`config.mk`:
```
export PLATFORM = sky130hd
export DESIGN_NAME = servo_bus_instruction_packet_framer
export DESIGN_NICKNAME = d
export VERILOG_FILES = /design/src/rtl/sbpf_pkg.sv /design/src/rtl/sbpf_ctrl.sv /design/src/rtl/sbpf_datapath.sv /design/src/rtl/servo_bus_instruction_packet_framer.sv
export VERILOG_INCLUDE_DIRS = /design/src /design/src/rtl
export SDC_FILE = /design/constraint.sdc
export NUM_CORES = 1
export LEC_CHECK = 0
export ABC_CLOCK_PERIOD_IN_PS = 6200
export BUFFER_PORTS_ARGS = -buffer_cell sky130_fd_sc_hd__clkbuf_2
export CORE_UTILIZATION = 50
export DETAILED_ROUTE_END_ITERATION = 10
export GPL_ROUTABILITY_DRIVEN = 0
export PLACE_DENSITY_LB_ADDON = 0.08
export SLEW_MARGIN = 10
export SYNTH_ARGS = -nofsm -noshare
export SYNTH_HDL_FRONTEND = slang
export SYNTH_HIERARCHICAL = 1
export SYNTH_SLANG_ARGS = --single-unit
```
`constraint.sdc`:
```
create_clock -name clock -period 6.2 [get_ports clock]
set_clock_uncertainty 0.2 [all_clocks]
set_input_delay 1.24 -clock clock [delete_from_list [all_inputs] [get_ports clock]]
set_output_delay 1.24 -clock clock [all_outputs]
set_load 0.01 [all_outputs]
```
`src/rtl/servo_bus_instruction_packet_framer_macros.svh`:
```
// Assertion helpers; expect clock and reset in scope.
`ifndef SERVO_BUS_INSTRUCTION_PACKET_FRAMER_MACROS_SVH
`define SERVO_BUS_INSTRUCTION_PACKET_FRAMER_MACROS_SVH

`define SBPF_ASSERT_SAME(label, ante, cons) \
   label: assert property (@(posedge clock) disable iff (reset) (ante) |-> (cons)) \
      else $error("sbpf check failed");

`define SBPF_ASSERT_NEXT(label, ante, cons) \
   label: assert property (@(posedge clock) disable iff (reset) (ante) |=> (cons)) \
      else $error("sbpf check failed");

`endif

```
`src/rtl/sbpf_pkg.sv`:
```
`timescale 1ns / 1ps
package sbpf_pkg;

   localparam int MAX_VALUE_BYTES_DEF = 4;
   localparam int IDX_W               = 4;
   localparam int VCNT_W              = 3;

   localparam logic [2:0] MODE_WRITE     = 3'd0;
   localparam logic [2:0] MODE_REG_WRITE = 3'd1;
   localparam logic [2:0] MODE_READ      = 3'd2;
   localparam logic [2:0] MODE_PING      = 3'd3;
   localparam logic [2:0] MODE_ACTION    = 3'd4;

   localparam logic [7:0] INSTR_PING      = 8'h01;
   localparam logic [7:0] INSTR_READ      = 8'h02;
   localparam logic [7:0] INSTR_WRITE     = 8'h03;
   localparam logic [7:0] INSTR_REG_WRITE = 8'h04;
   localparam logic [7:0] INSTR_ACTION    = 8'h05;

   localparam logic [7:0] HDR_SYNC = 8'hFF;
   localparam logic [7:0] HDR_MARK = 8'hFD;
   localparam logic [7:0] HDR_RSVD = 8'h00;

   localparam logic [15:0] CRC_POLY = 16'h8005;

   typedef enum logic [0:0] {
      ST_IDLE,
      ST_SEND
   } state_type;

   typedef struct packed {
      logic             load;
      logic             send;
      logic             last;
      logic [IDX_W-1:0] idx;
   } ctrl_cmd_type;

   typedef struct packed {
      logic             req_legal;
      logic [IDX_W-1:0] last_idx;
   } dp_status_type;

   function automatic logic [15:0] crc_byte(input logic [15:0] crc, input logic [7:0] b);
      logic [15:0] c;
      c = crc ^ {b, 8'h00};
      for (int k = 0; k < 8; k++) begin
         if (c[15]) begin
            c = {c[14:0], 1'b0} ^ CRC_POLY;
         end else begin
            c = {c[14:0], 1'b0};
         end
      end
      return c;
   endfunction

   function automatic logic [7:0] instr_of(input logic [2:0] mode);
      logic [7:0] r;
      case (mode)
         MODE_WRITE:     r = INSTR_WRITE;
         MODE_REG_WRITE: r = INSTR_REG_WRITE;
         MODE_READ:      r = INSTR_READ;
         MODE_PING:      r = INSTR_PING;
         MODE_ACTION:    r = INSTR_ACTION;
         default:        r = INSTR_PING;
      endcase
      return r;
   endfunction

endpackage

```
`src/rtl/sbpf_ctrl.sv`:
```
`timescale 1ns / 1ps
`include "servo_bus_instruction_packet_framer_macros.svh"
module sbpf_ctrl (
   input  logic                   clock,
   input  logic                   reset,
   input  logic                   start,
   output logic                   busy,
   input  sbpf_pkg::dp_status_type status,
   output sbpf_pkg::ctrl_cmd_type  cmd
);
   import sbpf_pkg::*;

   state_type        state_ff, state_in;
   logic [IDX_W-1:0] idx_ff, idx_in;

   always_comb begin
      state_in = state_ff;
      case (state_ff)
         ST_IDLE: begin
            if (start && status.req_legal) begin
               state_in = ST_SEND;
            end
         end
         ST_SEND: begin
            if (idx_ff == status.last_idx) begin
               state_in = ST_IDLE;
            end
         end
         default: state_in = ST_IDLE;
      endcase
   end

   always_comb begin
      cmd.load = 1'b0;
      cmd.send = 1'b0;
      cmd.last = 1'b0;
      cmd.idx  = idx_ff;
      busy     = 1'b0;
      case (state_ff)
         ST_IDLE: begin
            cmd.load = start && status.req_legal;
         end
         ST_SEND: begin
            busy     = 1'b1;
            cmd.send = 1'b1;
            cmd.last = (idx_ff == status.last_idx);
         end
         default: begin
            busy = 1'b0;
         end
      endcase
   end

   always_comb begin
      idx_in = idx_ff;
      if (cmd.load) begin
         idx_in = '0;
      end else if (cmd.send) begin
         idx_in = idx_ff + 1'b1;
      end
   end

   always_ff @(posedge clock) begin
      if (reset) begin
         state_ff <= ST_IDLE;
         idx_ff   <= '0;
      end else begin
         state_ff <= state_in;
         idx_ff   <= idx_in;
      end
   end

   `SBPF_ASSERT_SAME(a_enter_on_accept, $rose(busy), $past(start && status.req_legal))
   `SBPF_ASSERT_NEXT(a_idle_after_last, cmd.send && cmd.last, !busy)
   `SBPF_ASSERT_SAME(a_idx_in_packet, cmd.send, idx_ff <= status.last_idx)

endmodule

```
`src/rtl/sbpf_datapath.sv`:
```
`timescale 1ns / 1ps
module sbpf_datapath #(
   parameter int MAX_VALUE_BYTES = sbpf_pkg::MAX_VALUE_BYTES_DEF
) (
   input  logic                    clock,
   input  logic                    reset,
   input  logic [2:0]              req_mode,
   input  logic [7:0]              req_target_id,
   input  logic [15:0]             req_reg_address,
   input  logic [31:0]             req_write_value,
   input  logic [7:0]              req_byte_count,
   input  sbpf_pkg::ctrl_cmd_type  cmd,
   output sbpf_pkg::dp_status_type status,
   output logic                    rsp_strobe,
   output logic [7:0]              rsp_tx_byte,
   output logic                    rsp_last_byte
);
   import sbpf_pkg::*;

   localparam logic [7:0] MaxCnt = 8'(MAX_VALUE_BYTES);

   logic [7:0]        id_ff;
   logic [15:0]       addr_ff;
   logic [31:0]       value_ff;
   logic [7:0]        cnt_ff;
   logic [7:0]        instr_ff;
   logic              is_read_ff;
   logic [IDX_W-1:0]  plen_ff, plen_in;
   logic [15:0]       crc_ff, crc_in;
   logic              strobe_ff;
   logic [7:0]        tx_ff;
   logic              last_ff;

   logic [VCNT_W-1:0] vcnt;
   logic [IDX_W-1:0]  pay_len;
   logic [1:0]        vsel;
   logic [7:0]        byte_sel;

   assign status.req_legal = (req_mode <= MODE_ACTION);
   assign status.last_idx  = plen_ff + IDX_W'(6);
   assign pay_len          = plen_ff + IDX_W'(5);

   always_comb begin
      if (req_byte_count == 8'd0) begin
         vcnt = VCNT_W'(1);
      end else if (req_byte_count > MaxCnt) begin
         vcnt = VCNT_W'(MAX_VALUE_BYTES);
      end else begin
         vcnt = req_byte_count[VCNT_W-1:0];
      end
      case (req_mode)
         MODE_WRITE, MODE_REG_WRITE: plen_in = IDX_W'(vcnt) + IDX_W'(5);
         MODE_READ:                  plen_in = IDX_W'(7);
         default:                    plen_in = IDX_W'(3);
      endcase
   end

   // value bytes start at packet offset 10
   assign vsel = 2'(cmd.idx - IDX_W'(10));

   always_comb begin
      case (cmd.idx)
         4'd0, 4'd1: byte_sel = HDR_SYNC;
         4'd2:       byte_sel = HDR_MARK;
         4'd3:       byte_sel = HDR_RSVD;
         4'd4:       byte_sel = id_ff;
         4'd5:       byte_sel = 8'(plen_ff);
         4'd6:       byte_sel = 8'h00;
         4'd7:       byte_sel = instr_ff;
         4'd8:       byte_sel = addr_ff[7:0];
         4'd9:       byte_sel = addr_ff[15:8];
         default: begin
            if (is_read_ff) begin
               byte_sel = (cmd.idx == IDX_W'(10)) ? cnt_ff : 8'h00;
            end else begin
               byte_sel = 8'(value_ff >> {vsel, 3'b000});
            end
         end
      endcase
      if (cmd.idx == pay_len) begin
         byte_sel = crc_ff[7:0];
      end else if (cmd.idx > pay_len) begin
         byte_sel = crc_ff[15:8];
      end
   end

   always_comb begin
      crc_in = crc_ff;
      if (cmd.load) begin
         crc_in = '0;
      end else if (cmd.send && (cmd.idx < pay_len)) begin
         crc_in = crc_byte(crc_ff, byte_sel);
      end
   end

   always_ff @(posedge clock) begin
      if (cmd.load) begin
         id_ff      <= req_target_id;
         addr_ff    <= req_reg_address;
         value_ff   <= req_write_value;
         cnt_ff     <= req_byte_count;
         instr_ff   <= instr_of(req_mode);
         is_read_ff <= (req_mode == MODE_READ);
         plen_ff    <= plen_in;
      end
      crc_ff <= crc_in;
      if (cmd.send) begin
         tx_ff   <= byte_sel;
         last_ff <= cmd.last;
      end
   end

   always_ff @(posedge clock) begin
      if (reset) begin
         strobe_ff <= 1'b0;
      end else begin
         strobe_ff <= cmd.send;
      end
   end

   assign rsp_strobe    = strobe_ff;
   assign rsp_tx_byte   = tx_ff;
   assign rsp_last_byte = strobe_ff && last_ff;

endmodule

```
`src/rtl/servo_bus_instruction_packet_framer.sv`:
```
`timescale 1ns / 1ps
// Builds one servo bus instruction packet per accepted item and streams it out one byte per
// cycle on rsp_tx_byte, each byte marked by a one-cycle rsp_strobe, with rsp_last_byte on the
// CRC high byte. The receiver cannot stall, so it must take a byte in every strobed cycle.
// A packet is 12+n bytes for writes (n value bytes, 1..MAX_VALUE_BYTES), 14 for read and 10
// for ping and action; the byte sequencer emits one byte per cycle and the CRC is updated a
// byte per cycle alongside. busy stays high while the bytes of a packet are sent, and the
// next item is taken only once busy has dropped, so a new item never overlaps a packet.
// Items with a mode above 4 are taken and dropped without any output.
module servo_bus_instruction_packet_framer #(
   parameter int MAX_VALUE_BYTES = sbpf_pkg::MAX_VALUE_BYTES_DEF
) (
   input  logic        clock,
   input  logic        reset,
   input  logic        start,
   output logic        busy,
   input  logic [2:0]  req_mode,
   input  logic [7:0]  req_target_id,
   input  logic [15:0] req_reg_address,
   input  logic [31:0] req_write_value,
   input  logic [7:0]  req_byte_count,
   output logic        rsp_strobe,
   output logic [7:0]  rsp_tx_byte,
   output logic        rsp_last_byte
);
   import sbpf_pkg::*;

   ctrl_cmd_type  cmd;
   dp_status_type status;

   sbpf_ctrl u_ctrl (
      .clock  (clock),
      .reset  (reset),
      .start  (start),
      .busy   (busy),
      .status (status),
      .cmd    (cmd)
   );

   sbpf_datapath #(
      .MAX_VALUE_BYTES (MAX_VALUE_BYTES)
   ) u_datapath (
      .clock           (clock),
      .reset           (reset),
      .req_mode        (req_mode),
      .req_target_id   (req_target_id),
      .req_reg_address (req_reg_address),
      .req_write_value (req_write_value),
      .req_byte_count  (req_byte_count),
      .cmd             (cmd),
      .status          (status),
      .rsp_strobe      (rsp_strobe),
      .rsp_tx_byte     (rsp_tx_byte),
      .rsp_last_byte   (rsp_last_byte)
   );

endmodule

```
# After elaboration in Yosys (flattened, before gate mapping)
# Index checks and enable logic that the tools add are counted.
dict set report classes {
  add_sub_neg 5
  multipliers 0
  div_mod_pow 0
  n_lt_le_gt_ge 4
  n_eq_ne 15
  shift 1
  mux 37
  bitwise 10
  n_reduce_logical 10
}
# op n
set ops {}
lappend ops {{16-bit two-way mux} 22}
lappend ops {{8-bit one-hot mux with 8 select lines} 1}
lappend ops {{8-bit two-way mux} 4}
lappend ops {{32-bit by 5-bit >> shifter with 8-bit output} 1}
lappend ops {{3-bit inverter} 8}
lappend ops {{4-bit by 3-bit equality test with 1-bit output, second input constant} 4}
lappend ops {{16-bit XOR} 1}
lappend ops {{4-bit equality test, second input constant} 3}
lappend ops {{3-bit one-hot mux with 4 select lines} 1}
lappend ops {{4-bit by 3-bit adder with 4-bit output, second input constant} 2}
lappend ops {{4-bit by 2-bit equality test with 1-bit output, second input constant} 2}
lappend ops {{4-bit equality test} 2}
lappend ops {{8-bit by 3-bit greater-than comparator with 1-bit output, second input constant} 1}
lappend ops {{8-bit zero test} 1}
lappend ops {{4-bit one-hot mux with 2 select lines} 1}
lappend ops {{2-bit OR reduction} 4}
lappend ops {{3-bit two-way mux} 2}
lappend ops {{3-bit by 3-bit adder with 4-bit output, second input constant} 1}
lappend ops {{4-bit by 1-bit adder with 4-bit output, second input constant} 1}
lappend ops {{4-bit by 1-bit equality test with 1-bit output, second input constant} 1}
lappend ops {{4-bit greater-than comparator} 1}
lappend ops {{4-bit zero test} 1}
lappend ops {{4-bit < comparator} 1}
lappend ops {{1-bit two-way mux} 4}
lappend ops {{10 further kinds} 12}
dict set report totals {
  reg_bits 108
  latch_bits 0
  mem_bits_rw 0
  rom_bits 0
  input_bits 70
  out_inout_bits 11
  elab_cells 95
  n_memories 0
}

# Logic depth before layout (Yosys ltp)
# Gate-level depths: netlist of the first run.
dict set report logic_depth {
  depth_word 37
  depth_mapped 15
  depth_no_buf 14
}

# Cells and area by module
# The synthesis of the first run kept the hierarchy.
# module instances cells_each area_per_inst_um2 seq_area_each_um2
set by_module_without_submodules {}
lappend by_module_without_submodules {sbpf_datapath 1 395 4743.3 2772.7}
lappend by_module_without_submodules {sbpf_ctrl 1 29 270.3 100.1}

# Worst setup path before layout of the first run
# No wires, ideal clock.
dict set report synth_path {
  path_kind {input -> register}
  start {in req_mode[1]}
  end {reg u_datapath.crc_ff[6]}
  setup_time_ns 0.137
  arrival_time_ns 3.787
  required_ns 5.863
  slack_ns 2.076
  stages 7
  path_buffers 3
  cell_sequence {clkbuf_1 > o21ai_0 > nand3b_1 > inv_1 > clkbuf_1 > clkbuf_1 > a211oi_1}
}
# item line_no
set synth_rtl {}
lappend synth_rtl {{start, declared} servo_bus_instruction_packet_framer.sv:17} ;# input logic [2:0] req_mode,
lappend synth_rtl {{end signal, assigned} sbpf_datapath.sv:106} ;# crc_ff <= crc_in;
lappend synth_rtl {{end, declared} sbpf_datapath.sv:29} ;# logic [15:0] crc_ff, crc_in;

# Worst setup path in the final report of the first run
dict set report layout_path {
  start {reg u_ctrl.idx_ff[0]}
  end {reg u_datapath.crc_ff[15]}
}
dict set report layout_via {
  elab_chain_cells 30
  elab_cells_between_ends 54
  cone_classes {add/sub: 1; order compare: 2; eq/ne: 11; shift: 1; mux: 27; bitwise: 8; reduce/logical: 4}
}
# item line_no
set layout_rtl {}
lappend layout_rtl {{start, declared} sbpf_ctrl.sv:14} ;# logic [IDX_W-1:0] idx_ff, idx_in;
lappend layout_rtl {{start signal, assigned} sbpf_ctrl.sv:69} ;# idx_ff <= idx_in;
lappend layout_rtl {{2-bit subtractor / 4-bit equality test (equally long branches)} {sbpf_datapath.sv:59, sbpf_datapath.sv:74}}
lappend layout_rtl {{32-bit by 5-bit >> shifter with 8-bit output / 8-bit two-way mux (equally long branches)} {sbpf_datapath.sv:76, sbpf_datapath.sv:74}}
lappend layout_rtl {{8-bit two-way mux} sbpf_datapath.sv:73} ;# if (is_read_ff) begin
lappend layout_rtl {{8-bit one-hot mux with 8 select lines} sbpf_datapath.sv:62} ;# case (cmd.idx)
lappend layout_rtl {{8-bit two-way mux} sbpf_datapath.sv:82} ;# end else if (cmd.idx > pay_len) begin
lappend layout_rtl {{8-bit two-way mux} sbpf_datapath.sv:80} ;# if (cmd.idx == pay_len) begin
lappend layout_rtl {{16-bit XOR} sbpf_pkg.sv:45} ;# c = crc ^ {b, 8'h00};
lappend layout_rtl {{16-bit two-way mux / 3-bit inverter (equally long branches)} --}
lappend layout_rtl {{[14 not listed]} --}
lappend layout_rtl {{16-bit two-way mux, or another cell as far along} sbpf_pkg.sv:47} ;# if (c[15]) begin
lappend layout_rtl {{16-bit two-way mux (on tied branches)} {sbpf_datapath.sv:91, sbpf_pkg.sv:47}}
lappend layout_rtl {{16-bit two-way mux (on tied branches)} {sbpf_datapath.sv:89, sbpf_datapath.sv:91}}
lappend layout_rtl {{3-bit inverter (no line) / 16-bit two-way mux (equally long branches)} --}
lappend layout_rtl {{16-bit two-way mux} sbpf_pkg.sv:47}
lappend layout_rtl {{16-bit two-way mux} sbpf_datapath.sv:91} ;# end else if (cmd.send && (cmd.idx < pay_len)) begin
lappend layout_rtl {{16-bit two-way mux} sbpf_datapath.sv:89} ;# if (cmd.load) begin
lappend layout_rtl {{16-bit two-way mux} sbpf_pkg.sv:47}
# Several ways; a longest one is shown, not always the timed one. The select of a mux whose other input is x is not followed.
# A chain may end at the register's enable or synchronous reset.

==> results.md, run 1 <==
| Metric | Reported |
|---|---|
| Result of the run | finished, final reports clean |
| Die area | 10400 µm² |
| Reg2reg path depth | 12 |
| Clk pin slew, worst setup/hold paths | 100 ps |
| Psw | 0.493 mW |
| Post-route worst setup slack | 1910 ps |
| Number of DRC markers after the initial detailed-route iteration | 158 |
| Start point of the critical path | u_ctrl/idx_ff[0] |
| Peak fanout along the critical path | 26 |
| Synth area leaders | sky130_fd_sc_hd__edfxtp_1 (49%), sky130_fd_sc_hd__dfxtp_1 (8.8%), sky130_fd_sc_hd__mux2i_1 (4.0%) |
| Antenna violations before repair | 0 |
| Htree depth | 3 |
| Number of clock buffers inserted by TritonCTS | 9 |
| Fraction of power spent switching nets | 30.0% |
| Instance count along the most critical hold path | 2 |
| Distinct cell type count of the synthesized netlist | 70 |
| Required @ worst endpoint | 6320 ps |
| Post-synth design cell area | 5010 µm² |
| Cell count after synthesis | 424 |
| Internal cell power | 1.15 mW |
| Detailed Routing Iterations Pass 1 | 5 |
| Launch point of the worst hold path | u_datapath/crc_ff[11] |
| Data arrival time of the critical path | 4410 ps |
| All-Layer GR Usage | 20.8% |
| TritonCTS clock tree | done |
| Via count of the first global-routing pass | 3184 |
| Count of synthesis-stage warnings from yosys | 6 |
| Area inside the core boundary | 9730 µm² |
| Fill cells | 843 |
| Area share of the leading cell type in the synthesized netlist | 48.5% |
| Static Leak | 2.08 nW |
| Type of the worst setup path | reg2reg |
| Setup repair after global routing missed its margin | false |
| Met2 capacity usage during global routing | 33.5% |
| Wire per inst | 16.0 µm |
| Number of synthesized flops with an enable pin | 81 |
| Die X | 102 µm |
| Peak supply drop | 0.147 mV |
| Post-CTS Hold Fix Bufs | 0 |
| Remaining Overflow, GRT | 0 |
| Setup crit start kind | flip-flop |
| Critical Path End Type | flip-flop |
| End point of the most critical hold path | u_datapath/crc_ff[11] |
| DRC violation count after routing | 0 |
| Wire length of the first global-routing pass | 16100 µm |
| Ant diodes | 0 |
| Post-Place Setup Slack | 2020 ps |
| Layout Nets | 573 |
| Hold slack | 290 ps |
| Number of nets produced by synthesis | 503 |
| Class of the tightest hold or removal check | reg2reg |
| Most Crowded Layer GR | met2 |
| Most common cell after layout, fill and taps aside | sky130_fd_sc_hd__edfxtp_1 |
| Area of the multi-input gates | 1940 µm² |
| Number of buffers inserted by post-CTS setup repair | 0 |
| Capturing point of the worst reg2reg path | u_datapath/crc_ff[15] |
| Die Ht | 102 µm |
| Insertion delay of the later-clocked pin in the worst-skew pair | 370 ps |
| Launch instance of the worst register-to-register path | u_ctrl/idx_ff[0] |
| Portion of total power attributed to sequential cells | 53.7% |
| Ratio of final minimum period to clock period | 69.2% |
| HPWL after DPL | 7190 µm |
| Most used cells in the layout excluding fill and tap cells | sky130_fd_sc_hd__edfxtp_1 (81), sky130_fd_sc_hd__clkbuf_2 (80), sky130_fd_sc_hd__a21oi_1 (36), sky130_fd_sc_hd__nor2_1 (35), sky130_fd_sc_hd__nand2_1 (27) |
| Final standard cell utilization of the core | 58.0% |
| Synth Register Bits | 103 |
| Count of clock tree sinks | 103 |
| Ratio of total power to cell area | 291 nW/µm² |
| Most used flip-flop cell after synthesis | sky130_fd_sc_hd__edfxtp_1 |
| Peak Freq | 0.233 GHz |
| Final setup violating endpoints | 0 |
| Synthesized area divided by synthesized cell count | 11.8 µm² |
| Post-place instance area | 5450 µm² |
| Boundary Pins | 81 |
| Worst slew margin relative to its limit | 25.8% |
| Share of power burned in the clock network | 24.3% |
| Post-route design area | 5640 µm² |
| Top cell type by total area after synthesis | sky130_fd_sc_hd__edfxtp_1 |
| Logic pwr share | 22.0% |
| Max-cap check violation count | 0 |
| Final Critical Period | 4290 ps |
| Area taken by flip-flops and latches | 2870 µm² |
| Effective utilization at floorplan | 51.5% |
| Met3 track demand over resource | 4.72% |
| Largest net degree at the start of global routing | 58 |
| Longest Clk Path Bufs | 2 |
| Number of failing hold endpoints at the final stage | 0 |
| Vias after detailed routing | 3443 |
| GR met1 Demand/Resource | 28.0% |
| Fraction of final layout cells sized beyond drive strength 1 | 24.0% |
| Via density per instance | 5.45 |
| PostCTS Resize Cnt | 0 |
| Register-to-Register Setup Slack | 1910 ps |
| Number of rows created at floorplan | 36 |
| Total count of max-transition violations in the final report | 0 |
| Total routed wirelength | 10100 µm |
| I/O Buffers | 80 |
| CTS Root Buffer Type | sky130_fd_sc_hd__clkbuf_8 |
| Proportion of synthesized chip area in sequential cells | 57.3% |
| Area growth from synthesis to final layout | 12.5% |
| Remaining antenna violation count after routing | 0 |
| Fraction of synthesis flops using an asynchronous set or reset pin | 0% |
| Worst-Margin Slew | 1110 ps |
| Post-route setup TNS | 0 ps |
==> sequential cells by signal (all words and copies together) (netlist names), 4 cells and up <==
name                    flops
u_datapath/rsp_tx_byte      8
u_datapath/addr_ff         16
u_datapath/crc_ff          16
u_ctrl/idx_ff               4
u_datapath/id_ff            8
u_datapath/cnt_ff           8
u_datapath/value_ff        32
u_datapath/plen_ff          4
==> through the flow <==
| stage | power [mW] | std cells |
|---|---|---|
| 2_1_floorplan | 1.17 | 424 |
| 3_3_place_gp | 1.25 | 616 |
| 3_5_place_dp | 1.26 | 616 |
| 4_1_cts | 1.65 | 632 |
| 5_1_grt | 1.73 | 632 |
| 6_report | 1.64 | 632 |
==> layer usage <==
layer | wire (µm) | part of all wire (%)
met4 | 108 | 1.1
met5 | 0 | 0
met1 | 4670 | 46
met3 | 528 | 5.2
met2 | 4830 | 48
==> logic make-up after synthesis <==
logic type               after synthesis  share of synthesized area, %
AO/OA/AOI/OAI                        116                          15.2
XOR/XNOR                              25                          4.94
adder cells (fa/ha/maj)                9                          2.25
buffers and inverters                 36                          4.07
flip-flops                           103                          57.3
multiplexers                          22                          4.44
AND/OR/NAND/NOR                      113                          11.8
==> cells in the mapped netlist, types with 2 or more instances <==
cell type,instances
sky130_fd_sc_hd__a22oi_1,2
sky130_fd_sc_hd__a211oi_1,14
sky130_fd_sc_hd__buf_6,3
sky130_fd_sc_hd__buf_2,3
sky130_fd_sc_hd__nand3b_1,3
sky130_fd_sc_hd__buf_4,5
sky130_fd_sc_hd__nor4b_1,2
sky130_fd_sc_hd__nor4_2,2
sky130_fd_sc_hd__xnor2_1,12
sky130_fd_sc_hd__nand4_1,2
sky130_fd_sc_hd__nand4b_1,2
sky130_fd_sc_hd__o21ai_0,18
sky130_fd_sc_hd__inv_1,11
sky130_fd_sc_hd__clkbuf_1,10
sky130_fd_sc_hd__o21ai_2,3
sky130_fd_sc_hd__nor2b_1,3
sky130_fd_sc_hd__o31ai_1,5
sky130_fd_sc_hd__o211ai_1,2
sky130_fd_sc_hd__and2_1,5
sky130_fd_sc_hd__and4_1,2
sky130_fd_sc_hd__o21a_1,5
sky130_fd_sc_hd__ha_1,9
sky130_fd_sc_hd__nor2_1,35
sky130_fd_sc_hd__and3_1,4
sky130_fd_sc_hd__o22ai_1,10
sky130_fd_sc_hd__nand3_1,2
sky130_fd_sc_hd__edfxtp_1,81
sky130_fd_sc_hd__xor2_1,10
sky130_fd_sc_hd__mux2_2,2
sky130_fd_sc_hd__nand2_1,27
sky130_fd_sc_hd__mux2i_1,20
sky130_fd_sc_hd__a21oi_1,36
sky130_fd_sc_hd__o21ai_1,2
sky130_fd_sc_hd__a21bo_2,2
sky130_fd_sc_hd__nor4_1,2
sky130_fd_sc_hd__nand2b_1,9
sky130_fd_sc_hd__nor3_1,3
sky130_fd_sc_hd__dfxtp_1,22
sky130_fd_sc_hd__buf_8,2
sky130_fd_sc_hd__a31oi_1,2
==> layout make-up <==
class / count / area share (%)
Clock inverter: 7 / 1.20
Clock buffer: 9 / 2.20
Timing Repair Buffer: 84 / 7.63
Tap cell: 133 / 2.95
Multi-Input combinational cell: 285 / 34.3
Sequential cell: 103 / 51.0
Inverter: 11 / 0.732
==> power groups by stage <==
stage	registers [mW]	clock network (mW)	logic (mW)
floorplan	0.877	0	0.290
global placement	0.896	0	0.357
detailed placement	0.897	0	0.361
CTS	0.881	0.406	0.362
global route	0.891	0.434	0.399
finish	0.881	0.398	0.361
==> worst max-delay path, cell delays in order (launching register included) <==
cell	delay (ps)
sky130_fd_sc_hd__dfxtp_1	900
sky130_fd_sc_hd__inv_1	280
sky130_fd_sc_hd__ha_1	390
sky130_fd_sc_hd__nand4_1	100
sky130_fd_sc_hd__buf_4	250
sky130_fd_sc_hd__nand3_1	270
sky130_fd_sc_hd__o31ai_1	320
sky130_fd_sc_hd__o21ai_2	120
sky130_fd_sc_hd__xnor2_1	280
sky130_fd_sc_hd__xnor3_1	500
sky130_fd_sc_hd__xnor2_1	170
sky130_fd_sc_hd__or4_1	400
sky130_fd_sc_hd__nand3_1	70
==> worst max-delay path by stage <==
| stage | end | slack (ps) | depth (start not counted) |
|---|---|---|---|
| after CTS | u_datapath/crc_ff[15] | 2000 | 12 |
| after floorplan | u_datapath/crc_ff[6] | 2080 | 7 |
| after global placement | u_datapath/crc_ff[15] | 2170 | 12 |
| final | u_datapath/crc_ff[15] | 1910 | 12 |
| after global routing | u_datapath/crc_ff[15] | 1710 | 12 |
| after detailed placement | u_datapath/crc_ff[15] | 2020 | 12 |
Power figures use the tool's default switching activity.
==> run 2, diff against run 1 <==
Settings changed: ABC_CLOCK_PERIOD_IN_PS 6200 to 4400.
Clock period 6.2 ns to 4.4 ns, I/O delays scaled along.
==> results.md, run 2 (synthesis gave the netlist of run 1 again) <==
| Metric | Reported |
|---|---|
| Required @ worst endpoint | 4520 ps |
| Area inside the core boundary | 9730 µm² |
| Max-cap check violation count | 0 |
| Worst-Margin Slew | 910 ps |
| Post-route setup TNS | 0 ps |
| Worst slew margin relative to its limit | 39.3% |
| Result of the run | finished, final reports clean |
| Psw | 0.707 mW |
| Detailed Routing Iterations Pass 1 | 4 |
| Post-CTS Hold Fix Bufs | 0 |
| PostCTS Resize Cnt | 0 |
| Reg2reg path depth | 14 |
| Biggest cell delay along the critical path | 500 ps |
| Insertion delay of the later-clocked pin in the worst-skew pair | 370 ps |
| Number of buffers inserted by post-CTS setup repair | 0 |
| Remaining antenna violation count after routing | 0 |
| Fraction of power spent switching nets | 29.6% |
| Via count of the first global-routing pass | 3227 |
| Register-to-Register Setup Slack | 260 ps |
| Worst path top cell family by delay | XOR/XNOR gates |
| Final setup violating endpoints | 0 |
| Largest register FFs | 32 |
| TritonCTS clock tree | done |
| Boundary Pins | 81 |
| Launch instance of the worst register-to-register path | u_datapath/plen_ff[2] |
| Htree depth | 3 |
| Peak fanout along the critical path | 7 |
| Type of the worst setup path | reg2reg |
| Die X | 102 µm |
| Largest net degree at the start of global routing | 45 |
| Launch point of the worst hold path | u_datapath/crc_ff[14] |
| Largest register by flop count | u_datapath/value_ff |
| Antenna violations before repair | 0 |
| Peak Freq | 0.242 GHz |
| Most used cells in the layout excluding fill and tap cells | sky130_fd_sc_hd__edfxtp_1 (81), sky130_fd_sc_hd__clkbuf_2 (80), sky130_fd_sc_hd__a21oi_1 (36), sky130_fd_sc_hd__nor2_1 (35), sky130_fd_sc_hd__nand2_1 (27) |
| Die area | 10400 µm² |
| Peak supply drop | 0.209 mV |
| Share of power burned in the clock network | 26.3% |
| Fraction of final layout cells sized beyond drive strength 1 | 24.9% |
| Final standard cell utilization of the core | 58.6% |
| Effective utilization at floorplan | 51.5% |
| Number of buffer and inverter stages on the critical path | 1 |
| Wire length of the first global-routing pass | 16300 µm |
| Die Ht | 102 µm |
| HPWL after DPL | 7520 µm |
| Most common cell after layout, fill and taps aside | sky130_fd_sc_hd__edfxtp_1 |
| Total count of max-transition violations in the final report | 0 |
| Top flop regs | u_datapath/value_ff: 32 flops, u_datapath/addr_ff: 16 flops, u_datapath/crc_ff: 16 flops |
| Remaining Overflow, GRT | 0 |
| Via density per instance | 5.44 |
| CTS Root Buffer Type | sky130_fd_sc_hd__clkbuf_8 |
| Portion of total power attributed to sequential cells | 51.8% |
| Number of clock buffers inserted by TritonCTS | 9 |
| Number of DRC markers after the initial detailed-route iteration | 198 |
| Capturing point of the worst reg2reg path | u_datapath/crc_ff[15] |
| Series of cell instances along the critical path | inv_1 -> ha_1 -> a21oi_1 -> xor2_1 -> ha_1 -> a21oi_1 -> nand3_1 -> o31ai_1 -> o21ai_2 -> xnor2_1 -> xnor3_1 -> xnor2_1 -> or4_1 -> nand3_1 |
| Internal cell power | 1.68 mW |
| Final Critical Period | 4140 ps |
| Area growth from synthesis to final layout | 13.6% |
| Number of failing hold endpoints at the final stage | 0 |
| Layout Nets | 577 |
| Setup crit start kind | flip-flop |
| Longest Clk Path Bufs | 2 |
| Logic pwr share | 22.0% |
| Count of clock tree sinks | 103 |
| Static Leak | 2.12 nW |
| Setup repair after global routing missed its margin | false |
| Clk pin slew, worst setup/hold paths | 110 ps |
| Instance count along the most critical hold path | 2 |
| Ratio of final minimum period to clock period | 94.0% |
| Fill cells | 827 |
| Ratio of total power to cell area | 419 nW/µm² |
| Total routed wirelength | 10400 µm |
| Data arrival time of the critical path | 4260 ps |
| Critical Path End Type | flip-flop |
| I/O Buffers | 80 |
| Critical Path Slowest Stage Cell | sky130_fd_sc_hd__xnor3_1 |
| Vias after detailed routing | 3461 |
| DRC violation count after routing | 0 |
| Class of the tightest hold or removal check | reg2reg |
| End point of the most critical hold path | u_datapath/crc_ff[14] |
| Ant diodes | 0 |
| Wire per inst | 16.3 µm |
| Number of rows created at floorplan | 36 |
| All-Layer GR Usage | 21.1% |
[run 2: worst max path at each step]
| stage | start | end | slack, ps | depth (start not counted) |
|---|---|---|---|---|
| floorplan | req_mode[1] | u_datapath/crc_ff[6] | 640 | 7 |
| global placement | u_datapath/plen_ff[1] | u_datapath/crc_ff[15] | 620 | 13 |
| detailed placement | u_datapath/plen_ff[2] | u_datapath/crc_ff[15] | 420 | 14 |
| CTS | u_datapath/plen_ff[2] | u_datapath/crc_ff[15] | 380 | 14 |
| global route | u_datapath/plen_ff[2] | u_datapath/crc_ff[15] | 4 | 14 |
| finish | u_datapath/plen_ff[2] | u_datapath/crc_ff[15] | 260 | 14 |
[run 2: area by class of cell]
type | count | area [µm²] | area share [%]
sequential | 103 | 2870 | 50.5
inverter | 11 | 41.3 | 0.725
multi-input combinational | 285 | 1940 | 34.1
tap | 133 | 166 | 2.92
clock buffer | 9 | 124 | 2.17
clock inverter | 7 | 88.8 | 1.56
timing repair buffer | 88 | 460 | 8.08
[run 2: stage by stage]
step	power, mW	cells	hold WS (ps)	setup WS, ps	instance area (µm²)
2_1_floorplan	1.64	424	255	636	5010
3_3_place_gp	1.77	620	269	625	5480
3_5_place_dp	1.78	620	279	421	5480
4_1_cts	2.39	636	297	383	5690
5_1_grt	2.50	636	324	3.98	5700
6_report	2.39	636	299	263	5700
[run 2: power groups by stage]
stage	Sequential, mW	Clock, mW	Combinational (mW)
floorplan	1.24	0	0.408
global placement	1.25	0	0.513
detailed placement	1.26	0	0.520
CTS	1.23	0.638	0.521
global route	1.25	0.676	0.579
finish	1.24	0.626	0.524
[run 2: worst register-to-register path: cells and delay by family, from the launching register on]
family	cells	cell delay (ps)
adder cells (fa/ha/maj)	2	490
AND/OR/NAND/NOR	3	800
flip-flops	1	430
AO/OA/AOI/OAI	4	940
buffers and inverters	1	100
XOR/XNOR	4	1130
[run 2: per-layer routing]
metal,GRT usage (%),up-vias,wire (µm)
li1,-,1721,-
met1,29.0,1602,4890
met2,32.7,124,4790
met3,3.49,14,502
met4,9.78,0,184
met5,0,-,0
==> run 3, diff against run 2 <==
Settings changed: BUFFER_PORTS_ARGS -buffer_cell sky130_fd_sc_hd__clkbuf_2 to -buffer_cell sky130_fd_sc_hd__buf_2.
==> results.md, run 3 (synthesis gave the netlist of run 1 again) <==
| Metric | Reported |
|---|---|
| Peak supply drop | 0.262 mV |
| Total count of max-transition violations in the final report | 0 |
| Required @ worst endpoint | 4510 ps |
| Via count of the first global-routing pass | 3202 |
| Clk pin slew, worst setup/hold paths | 110 ps |
| Wire per inst | 16.1 µm |
| Effective utilization at floorplan | 51.5% |
| HPWL after DPL | 7500 µm |
| Via density per instance | 5.48 |
| Die Ht | 102 µm |
| Total instance count after detailed placement | 621 |
| Data arrival time of the critical path | 4100 ps |
| Ant diodes | 0 |
| Largest net degree at the start of global routing | 45 |
| Power consumption | 2.34 mW |
| Reg2reg path depth | 14 |
| Final Critical Period | 4000 ps |
| Setup crit start kind | flip-flop |
| Count of clock tree sinks | 103 |
| Number of non-filler instances in the completed layout | 637 |
| Post-CTS Hold Fix Bufs | 0 |
| Instance count along the most critical hold path | 2 |
| Worst slew margin relative to its limit | 52.2% |
| Final setup violating endpoints | 0 |
| Most used cells in the layout excluding fill and tap cells | sky130_fd_sc_hd__edfxtp_1 (81), sky130_fd_sc_hd__buf_2 (80), sky130_fd_sc_hd__a21oi_1 (36), sky130_fd_sc_hd__nor2_1 (35), sky130_fd_sc_hd__nand2_1 (27) |
| TritonCTS clock tree | done |
| Area inside the core boundary | 9730 µm² |
| Longest Clk Path Bufs | 2 |
| Die area | 10400 µm² |
| Max-cap check violation count | 0 |
| Largest register by flop count | u_datapath/value_ff |
| Ratio of total power to cell area | 411 nW/µm² |
| CTS Root Buffer Type | sky130_fd_sc_hd__clkbuf_8 |
| Vias after detailed routing | 3491 |
| Area growth from synthesis to final layout | 13.4% |
| Die X | 102 µm |
| Total routed wirelength | 10300 µm |
| Worst-Margin Slew | 713 ps |
| Most common cell after layout, fill and taps aside | sky130_fd_sc_hd__edfxtp_1 |
| Layout Nets | 578 |
| Wire length of the first global-routing pass | 16000 µm |
| I/O Buffers | 80 |
| Insertion delay of the later-clocked pin in the worst-skew pair | 360 ps |
| Result of the run | finished, final reports clean |
| Post-route setup TNS | 0 ps |
| Fraction of final layout cells sized beyond drive strength 1 | 24.8% |
| Top flop regs | u_datapath/value_ff: 32 flops, u_datapath/addr_ff: 16 flops, u_datapath/crc_ff: 16 flops |
| Type of the worst setup path | reg2reg |
| Static Leak | 2.10 nW |
| Largest register FFs | 32 |
| Critical Path End Type | flip-flop |
| Number of rows created at floorplan | 36 |
| Class of the tightest hold or removal check | reg2reg |
| Number of DRC markers after the initial detailed-route iteration | 178 |
| Ratio of final minimum period to clock period | 90.8% |
| Setup repair after global routing missed its margin | false |
| Number of buffers inserted by post-CTS setup repair | 0 |
| Number of failing hold endpoints at the final stage | 0 |
| DRC violation count after routing | 0 |
| Remaining antenna violation count after routing | 0 |
| Peak Freq | 0.250 GHz |
| PostCTS Resize Cnt | 0 |
| Peak fanout along the critical path | 7 |
| Htree depth | 3 |
| Detailed Routing Iterations Pass 1 | 4 |
| Boundary Pins | 81 |
| Number of clock buffers inserted by TritonCTS | 9 |
| All-Layer GR Usage | 20.5% |
| Antenna violations before repair | 0 |
| Remaining Overflow, GRT | 0 |
run 3: cell types whose count changed in the layout (fill, tap and decap cells not counted), sizes merged:
cell,before,now
clkinv,2,4
clkbuf,89,9
clkinvlp,1,0
bufinv,1,0
buf,8,89
run 3: where the power goes:
part           internal, mW  total, mW  leakage [nW]  switching [mW]
sequential             1.16       1.23         0.933          0.0761
clock                 0.224      0.575         0.102           0.352
combinational         0.243      0.526          1.07           0.283
run 3: final timing paths:
kind / from / to / slack [ps]
worst min register to register: u_datapath/crc_ff[14] / u_datapath/crc_ff[14] / 300
worst min-delay path: u_datapath/crc_ff[14] / u_datapath/crc_ff[14] / 300
worst max register to register: u_datapath/plen_ff[2] / u_datapath/crc_ff[15] / 400
worst max-delay path: u_datapath/plen_ff[2] / u_datapath/crc_ff[15] / 400
run 3: final cells by class:
class	count	area (µm²)
clock buffer	9	124
clock inverter	7	75.1
fill	849	4040
inverter	11	41.3
multi-input combinational	285	1940
sequential	103	2870
tap	133	166
timing repair buffer	89	468
run 3: per-stage QoR:
| step | hold WS [ps] | util, % | setup slack (ps) | area (µm²) |
|---|---|---|---|---|
| 2_1_floorplan | 255 | - | 636 | 5010 |
| 3_3_place_gp | 276 | 56.4 | 637 | 5490 |
| 3_5_place_dp | 278 | 56.4 | 476 | 5490 |
| 4_1_cts | 296 | 58.4 | 442 | 5690 |
| 5_1_grt | 327 | 58.4 | 103 | 5690 |
| 6_report | 303 | 58.4 | 404 | 5690 |
run 3: layer usage:
| metal | routed length [µm] | part of all wire [%] | vias to the layer above | track usage (%) |
|---|---|---|---|---|
| met4 | 153 | 1.5 | 0 | 5.93 |
| met1 | 4720 | 46 | 1638 | 27.1 |
| met2 | 4870 | 47 | 111 | 33.8 |
| met5 | 0 | 0 | - | 0 |
| li1 | - | - | 1731 | - |
| met3 | 526 | 5.1 | 11 | 4.72 |
run 3: worst max-delay path, cell delays in order, from the launching register on:
cell and delay [ps]:
sky130_fd_sc_hd__edfxtp_1 430, sky130_fd_sc_hd__inv_1 80, sky130_fd_sc_hd__ha_1 180, sky130_fd_sc_hd__a21oi_1 150
sky130_fd_sc_hd__xor2_1 180, sky130_fd_sc_hd__ha_1 290, sky130_fd_sc_hd__a21oi_1 240, sky130_fd_sc_hd__nand3_1 280
sky130_fd_sc_hd__o31ai_1 360, sky130_fd_sc_hd__o21ai_2 120, sky130_fd_sc_hd__xnor2_1 270, sky130_fd_sc_hd__xnor3_1 500
sky130_fd_sc_hd__xnor2_1 170, sky130_fd_sc_hd__or4_1 420, sky130_fd_sc_hd__nand3_1 90
